<file path="src/rtl/core/assert_macros.svh">
// ----------------------------------------------------------------------------
// assert_macros.svh
// Concurrent assertion shorthands shared by the moving average core.
// ----------------------------------------------------------------------------
`ifndef ASSERT_MACROS_SVH
`define ASSERT_MACROS_SVH

`ifndef SYNTHESIS

// Same-cycle implication, held off during reset.
`define ASSERT_IMPL(lbl, clk, rst_n, ante, cons) \
  lbl: assert property (@(posedge clk) disable iff (!rst_n) (ante) |-> (cons)) \
    else $error("assertion failed");

// Next-cycle implication, held off during reset.
`define ASSERT_NEXT(lbl, clk, rst_n, ante, cons) \
  lbl: assert property (@(posedge clk) disable iff (!rst_n) (ante) |=> (cons)) \
    else $error("assertion failed");

`else

`define ASSERT_IMPL(lbl, clk, rst_n, ante, cons)
`define ASSERT_NEXT(lbl, clk, rst_n, ante, cons)

`endif

`endif

</file>
<file path="src/rtl/core/dtsma_pkg.sv">
// ----------------------------------------------------------------------------
// dtsma_pkg
// Shared widths, types and default sizes of the moving average core.
// ----------------------------------------------------------------------------
package dtsma_pkg;

  // Field and accumulator widths
  localparam int SAMPLE_W = 8;
  localparam int SUM_W    = 14;

  // Default sizes
  localparam int WINDOW_LEN_DEF  = 8;
  localparam int HISTORY_LEN_DEF = 4;
  localparam int DECIMATION_DEF  = 4;

  typedef logic signed [SAMPLE_W-1:0] sample_t;
  typedef logic signed [SUM_W-1:0]    sum_t;

  // Per-stage control traveling with each word through the pipeline
  typedef struct packed {
    logic    valid;
    logic    push;
    sample_t sample;
  } stage_t;

endpackage

</file>
<file path="src/rtl/core/decimated_two_stage_moving_average_core.sv">
// ----------------------------------------------------------------------------
// decimated_two_stage_moving_average_core
// Window average of drive samples, decimated into a history average.
// ----------------------------------------------------------------------------
// Usage:
//   in_*  : one signed 8-bit sample per word.
//   out_* : one result word per input word, in order. tdata carries the
//           latest sample and the mean of the average history, tuser flags
//           words on which a new window average entered the history.
//   Every DECIMATION-th word, starting with the first after reset, the
//   window average (new sample included) is pushed into the history.
//   Throughput is one word per cycle while the receiver does not stall,
//   set by the running-sum update of each delay line and one
//   constant-reciprocal multiply per divide stage.
//   Stages: window update, window divide, history update, history divide
//   into the output register.
//   Reset (rst_n low, synchronous) clears both delay lines, the sums and
//   the decimation counter; zeros count in the averages until replaced.
//   When the receiver stalls with the output register full, the whole
//   pipeline holds and in_tready drops; otherwise it keeps moving.
// ----------------------------------------------------------------------------
`include "assert_macros.svh"

module decimated_two_stage_moving_average_core #(
  parameter int WINDOW_LEN  = dtsma_pkg::WINDOW_LEN_DEF,
  parameter int HISTORY_LEN = dtsma_pkg::HISTORY_LEN_DEF,
  parameter int DECIMATION  = dtsma_pkg::DECIMATION_DEF
) (
  input  logic        clk,
  input  logic        rst_n,
  input  logic        in_tvalid,
  output logic        in_tready,
  input  logic [7:0]  in_tdata,   // [7:0] sample
  output logic        out_tvalid,
  input  logic        out_tready,
  output logic [15:0] out_tdata,  // [7:0] latest_sample, [15:8] history_mean
  output logic        out_tuser   // [0] history_updated
);

  import dtsma_pkg::*;

  localparam int CntW = (DECIMATION > 1) ? $clog2(DECIMATION) : 1;

  logic    adv;
  logic    in_acc;
  sample_t s_in;
  logic    push_in;

  logic [CntW-1:0] cnt_r, cnt_nxt;
  sum_t    win_sum_r, win_sum_nxt;
  sum_t    hist_sum_r, hist_sum_nxt;
  logic    hist_en;

  stage_t  st1_r, st2_r, st3_r, st4_r;
  stage_t  st1_nxt;
  sample_t avg2_r, avg_c, mean_c, mean_r;

  sample_t win_q  [WINDOW_LEN];
  sample_t hist_q [HISTORY_LEN];

  // Global advance: the pipeline moves unless the output word is stuck
  assign adv       = !st4_r.valid || out_tready;
  assign in_tready = adv;
  assign in_acc    = in_tvalid && adv;
  assign s_in      = sample_t'(in_tdata);
  assign push_in   = (cnt_r == '0);

  // Decimation counter, wraps at DECIMATION
  always_comb begin
    if (cnt_r == CntW'(DECIMATION - 1)) begin
      cnt_nxt = '0;
    end else begin
      cnt_nxt = cnt_r + 1'b1;
    end
  end

  // Window delay line: newest enters the top cell, oldest leaves cell 0
  for (genvar i = 0; i < WINDOW_LEN; i++) begin : g_win
    if (i == WINDOW_LEN - 1) begin : g_top
      dtsma_cell #(.DataW(SAMPLE_W)) u_cell (
        .clk(clk), .rst_n(rst_n), .en(in_acc), .d(s_in), .q(win_q[i])
      );
    end else begin : g_mid
      dtsma_cell #(.DataW(SAMPLE_W)) u_cell (
        .clk(clk), .rst_n(rst_n), .en(in_acc), .d(win_q[i+1]), .q(win_q[i])
      );
    end
  end

  assign win_sum_nxt = win_sum_r - sum_t'(win_q[0]) + sum_t'(s_in);

  // Stage 1 word
  always_comb begin
    st1_nxt.valid  = in_acc;
    st1_nxt.push   = push_in;
    st1_nxt.sample = s_in;
  end

  // Window average from the running sum
  dtsma_cdiv #(.DIVISOR(WINDOW_LEN)) u_win_div (
    .num(win_sum_r),
    .quo(avg_c)
  );

  // History delay line, shifted only on a pushing word
  assign hist_en = adv && st2_r.valid && st2_r.push;

  for (genvar j = 0; j < HISTORY_LEN; j++) begin : g_hist
    if (j == HISTORY_LEN - 1) begin : g_top
      dtsma_cell #(.DataW(SAMPLE_W)) u_cell (
        .clk(clk), .rst_n(rst_n), .en(hist_en), .d(avg2_r), .q(hist_q[j])
      );
    end else begin : g_mid
      dtsma_cell #(.DataW(SAMPLE_W)) u_cell (
        .clk(clk), .rst_n(rst_n), .en(hist_en), .d(hist_q[j+1]), .q(hist_q[j])
      );
    end
  end

  assign hist_sum_nxt = hist_sum_r - sum_t'(hist_q[0]) + sum_t'(avg2_r);

  // History mean from the running sum
  dtsma_cdiv #(.DIVISOR(HISTORY_LEN)) u_hist_div (
    .num(hist_sum_r),
    .quo(mean_c)
  );

  // Control state, running sums and stage registers
  always_ff @(posedge clk) begin
    if (!rst_n) begin
      cnt_r      <= '0;
      win_sum_r  <= '0;
      hist_sum_r <= '0;
      st1_r      <= '0;
      st2_r      <= '0;
      st3_r      <= '0;
      st4_r      <= '0;
      avg2_r     <= '0;
      mean_r     <= '0;
    end else begin
      if (in_acc) begin
        cnt_r     <= cnt_nxt;
        win_sum_r <= win_sum_nxt;
      end
      if (hist_en) begin
        hist_sum_r <= hist_sum_nxt;
      end
      if (adv) begin
        st1_r  <= st1_nxt;
        st2_r  <= st1_r;
        st3_r  <= st2_r;
        st4_r  <= st3_r;
        avg2_r <= avg_c;
        mean_r <= mean_c;
      end
    end
  end

  assign out_tvalid = st4_r.valid;
  assign out_tdata  = {mean_r, st4_r.sample};
  assign out_tuser  = st4_r.push;

  // Checks
  `ASSERT_IMPL(a_cnt_range, clk, rst_n, 1'b1, cnt_r <= CntW'(DECIMATION - 1))
  `ASSERT_NEXT(a_win_hold, clk, rst_n, !in_acc, $stable(win_sum_r))
  `ASSERT_NEXT(a_hist_hold, clk, rst_n, !hist_en, $stable(hist_sum_r))
  `ASSERT_NEXT(a_acc_to_st1, clk, rst_n, in_acc, st1_r.valid)
  `ASSERT_NEXT(a_stall_hold, clk, rst_n, !adv, $stable(mean_r) && $stable(st4_r))

endmodule

</file>
<file path="src/rtl/core/dtsma_cell.sv">
// ----------------------------------------------------------------------------
// dtsma_cell
// One tap of a delay line: loads the value on d (its neighbor's, or the new entry at the top) when enabled.
// ----------------------------------------------------------------------------
module dtsma_cell #(
  parameter int DataW = dtsma_pkg::SAMPLE_W
) (
  input  logic             clk,
  input  logic             rst_n,
  input  logic             en,
  input  logic [DataW-1:0] d,
  output logic [DataW-1:0] q
);

  logic [DataW-1:0] q_r;

  // Tap register, cleared at reset so start-up zeros count in the sums
  always_ff @(posedge clk) begin
    if (!rst_n) begin
      q_r <= '0;
    end else if (en) begin
      q_r <= d;
    end
  end

  assign q = q_r;

endmodule

</file>
<file path="src/rtl/core/dtsma_cdiv.sv">
// ----------------------------------------------------------------------------
// dtsma_cdiv
// Signed divide by a build-time constant, truncating toward zero.
// ----------------------------------------------------------------------------
module dtsma_cdiv #(
  parameter int DIVISOR = dtsma_pkg::WINDOW_LEN_DEF
) (
  input  dtsma_pkg::sum_t    num,
  output dtsma_pkg::sample_t quo
);

  import dtsma_pkg::*;

  // Reciprocal m = ceil(2^K / d) with K = N + ceil(log2 d) is exact for
  // every magnitude below 2^N, so no correction step is needed.
  localparam int Shift = SUM_W + $clog2(DIVISOR);
  localparam longint unsigned Mult =
    ((longint'(1) << Shift) + longint'(DIVISOR) - 1) / longint'(DIVISOR);
  localparam int MultW = Shift + 1;
  localparam int ProdW = SUM_W + MultW;

  logic             neg;
  logic [SUM_W-1:0] mag;
  logic [MultW-1:0] recip;
  logic [ProdW-1:0] prod;
  logic [SAMPLE_W-1:0] qmag;

  // Magnitude, scaled multiply, sign restore
  always_comb begin
    neg   = num[SUM_W-1];
    mag   = neg ? (SUM_W)'(-num) : (SUM_W)'(num);
    recip = MultW'(Mult);
    prod  = ProdW'(mag) * ProdW'(recip);
    qmag  = prod[Shift +: SAMPLE_W];
    quo   = neg ? sample_t'(-qmag) : sample_t'(qmag);
  end

endmodule
</file>
<file path="config.mk">
export PLATFORM = sky130hd
export DESIGN_NAME = decimated_two_stage_moving_average_core
export DESIGN_NICKNAME = d
export VERILOG_FILES = /design/src/rtl/core/dtsma_pkg.sv /design/src/rtl/core/decimated_two_stage_moving_average_core.sv /design/src/rtl/core/dtsma_cell.sv /design/src/rtl/core/dtsma_cdiv.sv
export VERILOG_INCLUDE_DIRS = /design/src /design/src/rtl/core
export SDC_FILE = /design/constraint.sdc
export NUM_CORES = 1
export LEC_CHECK = 0
export BUFFER_PORTS_ARGS = -buffer_cell sky130_fd_sc_hd__buf_2
export CAP_MARGIN = 20
export CORE_ASPECT_RATIO = 0.6
export CORE_UTILIZATION = 35
export CTS_CLUSTER_SIZE = 8
export DETAILED_ROUTE_END_ITERATION = 8
export GPL_ROUTABILITY_DRIVEN = 0
export PLACE_DENSITY = 0.61
export SETUP_SLACK_MARGIN = 0.1
export SLEW_MARGIN = 15
export SYNTH_ARGS = -nofsm -noshare
export SYNTH_HDL_FRONTEND = slang
export SYNTH_SLANG_ARGS = --single-unit
</file>
<file path="constraint.sdc">
create_clock -name clk -period 3.7 [get_ports clk]
set_clock_uncertainty 0.05 [all_clocks]
set_input_delay 0.37 -clock clk [delete_from_list [all_inputs] [get_ports clk]]
set_output_delay 0.37 -clock clk [all_outputs]
set_load 0.05 [all_outputs]
</file>
---- Yosys cells after proc, flatten, opt, wreduce, memory -nomap -nowiden ----
Index checks and enable logic that the tools add are counted.
storage, ports and cells
  logic and storage cells ................. 50
  register bits ........................... 182
operators by class
  eq/ne operators ......................... 1
  reductions and logical operators ........ 6
  add/subtract/negate cells ............... 9
  muxes and demuxes ....................... 5
operators by type and width
  operator                                     number
  adder 14 x 8 -> 14 bit                       2
  subtractor 14 x 8 -> 14 bit                  2
  2-to-1 mux 8 bit                             2
  negator 8 bit                                2
  2-to-1 mux 11 bit                            1
  negator 11 bit                               1
  2-to-1 mux 10 bit                            1
  negator 10 bit                               1
  logical AND 1 bit                            3
  adder 2 x 1 -> 2 bit, second input constant  1
  equality test 2 bit, second input constant   1
  zero test 2 bit                              1
  2-to-1 mux 2 bit                             1
  zero test 1 bit                              1
  logical OR 1 bit                             1

---- Longest topological paths before layout ----
  depth in word-level cells ............... 4
  gate-level depth with buffers ........... 12
  depth with buffers taken out ............ 12

---- Modules after synthesis ----
From an unflattened synthesis, not the netlist that was laid out.
second synthesis, totals
  cells, all modules ...................... 1031
  area total of the unflattened synthesis .. 9472.8 µm²
by module, submodules not included
  module                                   area each (µm²)  cells each  sequential area each (µm²)  times used
  decimated_two_stage_moving_average_core  5332.6           657         1721.7                      1
  dtsma_cell                               301.5            25          160.2                       12
  dtsma_cdiv (u_win_div)                   304.0            44          0.0                         1
  dtsma_cdiv (u_hist_div)                  217.7            30          0.0                         1

---- Worst setup path before layout ----
Ideal clock, no wire load.
  path kind ............................... register to register
  start point ............................. register avg2_r[7]
  end point ............................... register hist_sum_r[13]
  library setup time ...................... 0.070 ns
  clock period less this slack ............ 2.829 ns
  slack ................................... 0.871 ns
  cell stages (with the launch flop) ...... 11
  buffers on the path ..................... 0
  required time ........................... 3.580 ns
  data arrival time ....................... 2.709 ns
  cell sequence ........................... dfxtp_1 -> inv_1 -> fa_1 -> inv_1 -> ha_1 -> a21o_1 -> a31o_2 -> a31oi_1 -> a31oi_1 -> or4_1 -> a21oi_1
on the way
  longest elaborated chain between the ends .. 1
ends and longest elaborated chain
  element                 RTL line                                        RTL
  from (decl)             decimated_two_stage_moving_average_core.sv:56   sample_t avg2_r, avg_c, mean_c, mean_r;
  from (signal assigned)  decimated_two_stage_moving_average_core.sv:153  avg2_r <= avg_c;
  adder 14 x 8 -> 14 bit  decimated_two_stage_moving_average_core.sv:120  assign hist_sum_nxt = hist_sum_r - sum_t'(hist_q[0]) + sum_t'(avg2_r);
  to (signal assigned)    decimated_two_stage_moving_average_core.sv:146  hist_sum_r <= hist_sum_nxt;
  to (decl)               decimated_two_stage_moving_average_core.sv:51   sum_t hist_sum_r, hist_sum_nxt;
No other way between the ends.
A chain may end at the register's enable or synchronous reset.

---- Worst setup path after layout ----
  start point ............................. register win_sum_r[1]
  end point ............................... register win_sum_r[12]
on the way
  longest elaborated chain between the ends .. 2
ends and longest elaborated chain
  element                      RTL line                                        RTL
  from (decl)                  decimated_two_stage_moving_average_core.sv:50   sum_t win_sum_r, win_sum_nxt;
  from (signal assigned)       decimated_two_stage_moving_average_core.sv:143  win_sum_r <= win_sum_nxt;
  subtractor 14 x 8 -> 14 bit  decimated_two_stage_moving_average_core.sv:90   assign win_sum_nxt = win_sum_r - sum_t'(win_q[0]) + sum_t'(s_in);
  adder 14 x 8 -> 14 bit       decimated_two_stage_moving_average_core.sv:90
No other way between the ends.

==> impl_metrics.toml <==
[run_status]
status = "completed"

[cts]
insertion_delay_ns = 0.44
hold_buffers = 0
clkSlewWorstSetupHoldPaths_ns = 0.08
cts_root_buf = "clkbuf_16"
post-cts-setup-buffers = 0
ctsResizeCount = 0
cts_made_buffers = 17
htree_levels = 4
cts_tree = "built"
cts_sinks = 182
clock_path_buffers = 2

[power]
powerDensity_nw_per_um2 = 616.6
pwr-share-seq = 0.360
internal_power_w = 0.003976
clock_power_share = 0.325
leakage_nw = 3.753
switching_share = 0.3419
peakVddDrop_v = 0.0003918
combPwrFrac = 0.314
switchingPower_w = 0.002066

[synthesis]
ys_seq_area_frac = 0.4151
yosysWarnings = 0
syn_inst = 1109
synth_cell_types = 58
synth_top_cells_by_area = "dfxtp_1 (42%), nand2_1 (13%), a21oi_1 (9.5%)"
synth_flop_cell = "dfxtp_1"
avgSynthCellArea_um2 = 7.914
synth_top_area_frac = 0.4151
synth_area_um2 = 8777
yosysMostFrequentCell = "nand2_1"
yosys.area.top_type = "dfxtp_1"
synth_fp_nets = 1180
synth_common_cells = "nand2_1 (302), dfxtp_1 (182), a21oi_1 (166)"
synthArstFlopShare = 0
ys_ff_latch = 182
synth_edf_count = 0

[layout]
fill_cells = 2498
area_growth_pct = 11.65
diodes = 0
multi_input_area_um2 = 4494
layout-drive-gt1-share = 0.07892
final_nets = 1173
register_area_um2 = 3643

[setup_path]
startpoint_type = "register"
critical_path_buf_inv_count = 2
cp_max_fo = 5
critPathTopFamily = "compound AO/OA/AOI/OAI gates"
crit_required_ns = 3.93
worstPathCellList = "inv_1 -> fa_1 -> inv_1 -> fa_1 -> a21o_1 -> a21oi_1 -> o21ai_0 -> a311oi_1 -> or4_1 -> o311ai_0"
r2r-end = "win_sum_r[12]"
arrival_ns = 3.38
critPathKind = "register to register"
max_stage_delay_ns = 0.49
regToRegSetupSlack_ns = 0.55
worstSetupEndpointType = "register"
r2r-start = "win_sum_r[1]"
worst-r2r-cell-count = 10
slowest_stage = "fa_1"

[place]
dp_hpwl_mm = 12.82
pre_cts_ws_ns = 0.5037
numPortBuffers = 30

[die]
ioPinCount = 31
die_h_um = 124.7
die_x_um = 206.4
start_util = 0.3599
core_um2 = 24390
rows = 44
dieArea_um2 = 25740

[job]
drv_cap = 0

[global_routing]
grt_use_met3 = 0.03558
grt_use_met1 = 0.2446
antenna_found_initial = 0
grt_pass1_wl_mm = 31.59
grtUsageTotal = 0.1541
gr-total-overflow = 0
grt_pass1_vias = 6250
grt_max_degree = 142
gr-max-usage-layer = "met1"
use_met2 = 0.1977

[drt]
routed-via-count = 7086
ant_nets = 0
drt_iter0_markers = 566
viasPerCell = 4.931
wl_mm = 19.01
wl_per_cell_um = 13.23
drtPass1Iterations = 5
post-route-drc-count = 0

[sta]
setup_viol = 0
slew_violations = 0
timing.final.ws_setup_ns = 0.5484
finalCritPeriodShare = 0.8518
tns_ns = 0
period_needed_ns = 3.152
finalHoldViolCount = 0
slew_headroom = 0.3137
rsz0062_at_grt = "no"
worstMarginPinSlew_ns = 1.029
max_freq_mhz = 317.3

[worst_hold_path]
hold_class = "primary input to register"
hold_start = "in_tdata[1]"
holdPathStages = 3
holdPathEnd = "g_win[7].g_top.u_cell.q[1]"
==> area by class of cell <==
cell class,count,share of cell area
multi-input combinational,758,0.4586
clock buffer,19,0.04622
timing repair buffer,40,0.02298
tap,322,0.04111
inverter,103,0.03996
clock inverter,13,0.01928
sequential,182,0.3718
==> state kept, by name (all words and copies together) (netlist names), 10 cells and up <==
name	count
g_win.g_mid.u_cell.q	56
st2_r	10
st1_r	10
st3_r	10
g_hist.g_mid.u_cell.q	24
hist_sum_r	14
win_sum_r	14
==> how the worst max path moves through the flow <==
stage	from	to	slack [ns]	cells after the start
finish	win_sum_r[1]	win_sum_r[12]	0.55	10
global route	win_sum_r[1]	win_sum_r[12]	0.32	10
CTS	win_sum_r[1]	win_sum_r[12]	0.56	10
floorplan	avg2_r[7]	hist_sum_r[13]	0.87	10
global placement	in_tdata[1]	win_sum_r[12]	0.58	11
detailed placement	in_tdata[1]	win_sum_r[12]	0.50	11
==> cell families (layout without fill, tap and decap cells) <==
logic type,Yosys count,in the layout,synth area share
AO/OA/AOI/OAI,255,255,0.1695
AND/OR/NAND/NOR,408,408,0.1974
flip-flops,182,182,0.4151
XOR/XNOR,29,29,0.02894
multiplexers,7,7,0.007983
buffers and inverters,169,175,0.07470
adder cells (fa/ha/maj),59,59,0.1063
==> layer usage <==
metal,share of wire,up-vias
met3,0.049,13
met4,0.0094,0
met2,0.39,150
met1,0.55,3284
li1,-,3639
met5,0,-
==> cell usage in the layout, fill, tap and decap left out, types with 3 or more instances in the layout <==
cell type   instances
and3_1              3
xor2_1              4
o211a_1             3
mux2i_1             7
o21ai_0            15
nand3_1            16
a21o_1             10
o21a_1              3
o31ai_1             4
o211ai_1            6
ha_1               33
a21oi_1           166
fa_1               26
o21bai_1            4
dfxtp_1           182
a31oi_1             4
xnor2_1            25
o311ai_0            4
clkinvlp_4          3
or3_1               5
nand4_1             8
inv_1             101
clkbuf_16          17
a211oi_1           20
nor2_1             33
a31o_2              3
buf_4              10
bufinv_16           3
nor3_1             12
nor2b_1             3
nor4_1              3
buf_2              30
inv_8               3
nand2_1           301
==> stage by stage <==
step | hold WS, ns | util | cell area, µm² | total power [W] | instances
after floorplan | 0.3819 | - | 8777 | 0.003701 | 1109
after global placement | 0.3885 | 0.3755 | 9158 | 0.004064 | 1405
after detailed placement | 0.3921 | 0.3755 | 9158 | 0.004086 | 1405
after CTS | 0.1159 | 0.4018 | 9799 | 0.006077 | 1437
after global routing | 0.1472 | 0.4018 | 9799 | 0.006407 | 1437
final | 0.1445 | 0.4018 | 9799 | 0.006042 | 1437
==> power groups by stage <==
stage	Clock (W)	Sequential, W	Combinational, W
finish	0.00197	0.00218	0.00190
floorplan	0	0.00218	0.00152
CTS	0.00202	0.00217	0.00188
global route	0.00209	0.00219	0.00212
global placement	0	0.00222	0.00185
detailed placement	0	0.00222	0.00187
==> worst reg2reg max path, stage by stage, from the launching register on <==
cell	delay [ns]
dfxtp_1	0.44
inv_1	0.09
fa_1	0.49
inv_1	0.07
fa_1	0.47
a21o_1	0.18
a21oi_1	0.27
o21ai_0	0.25
a311oi_1	0.40
or4_1	0.16
o311ai_0	0.12
No activity file was read; power rests on OpenSTA's default activity.
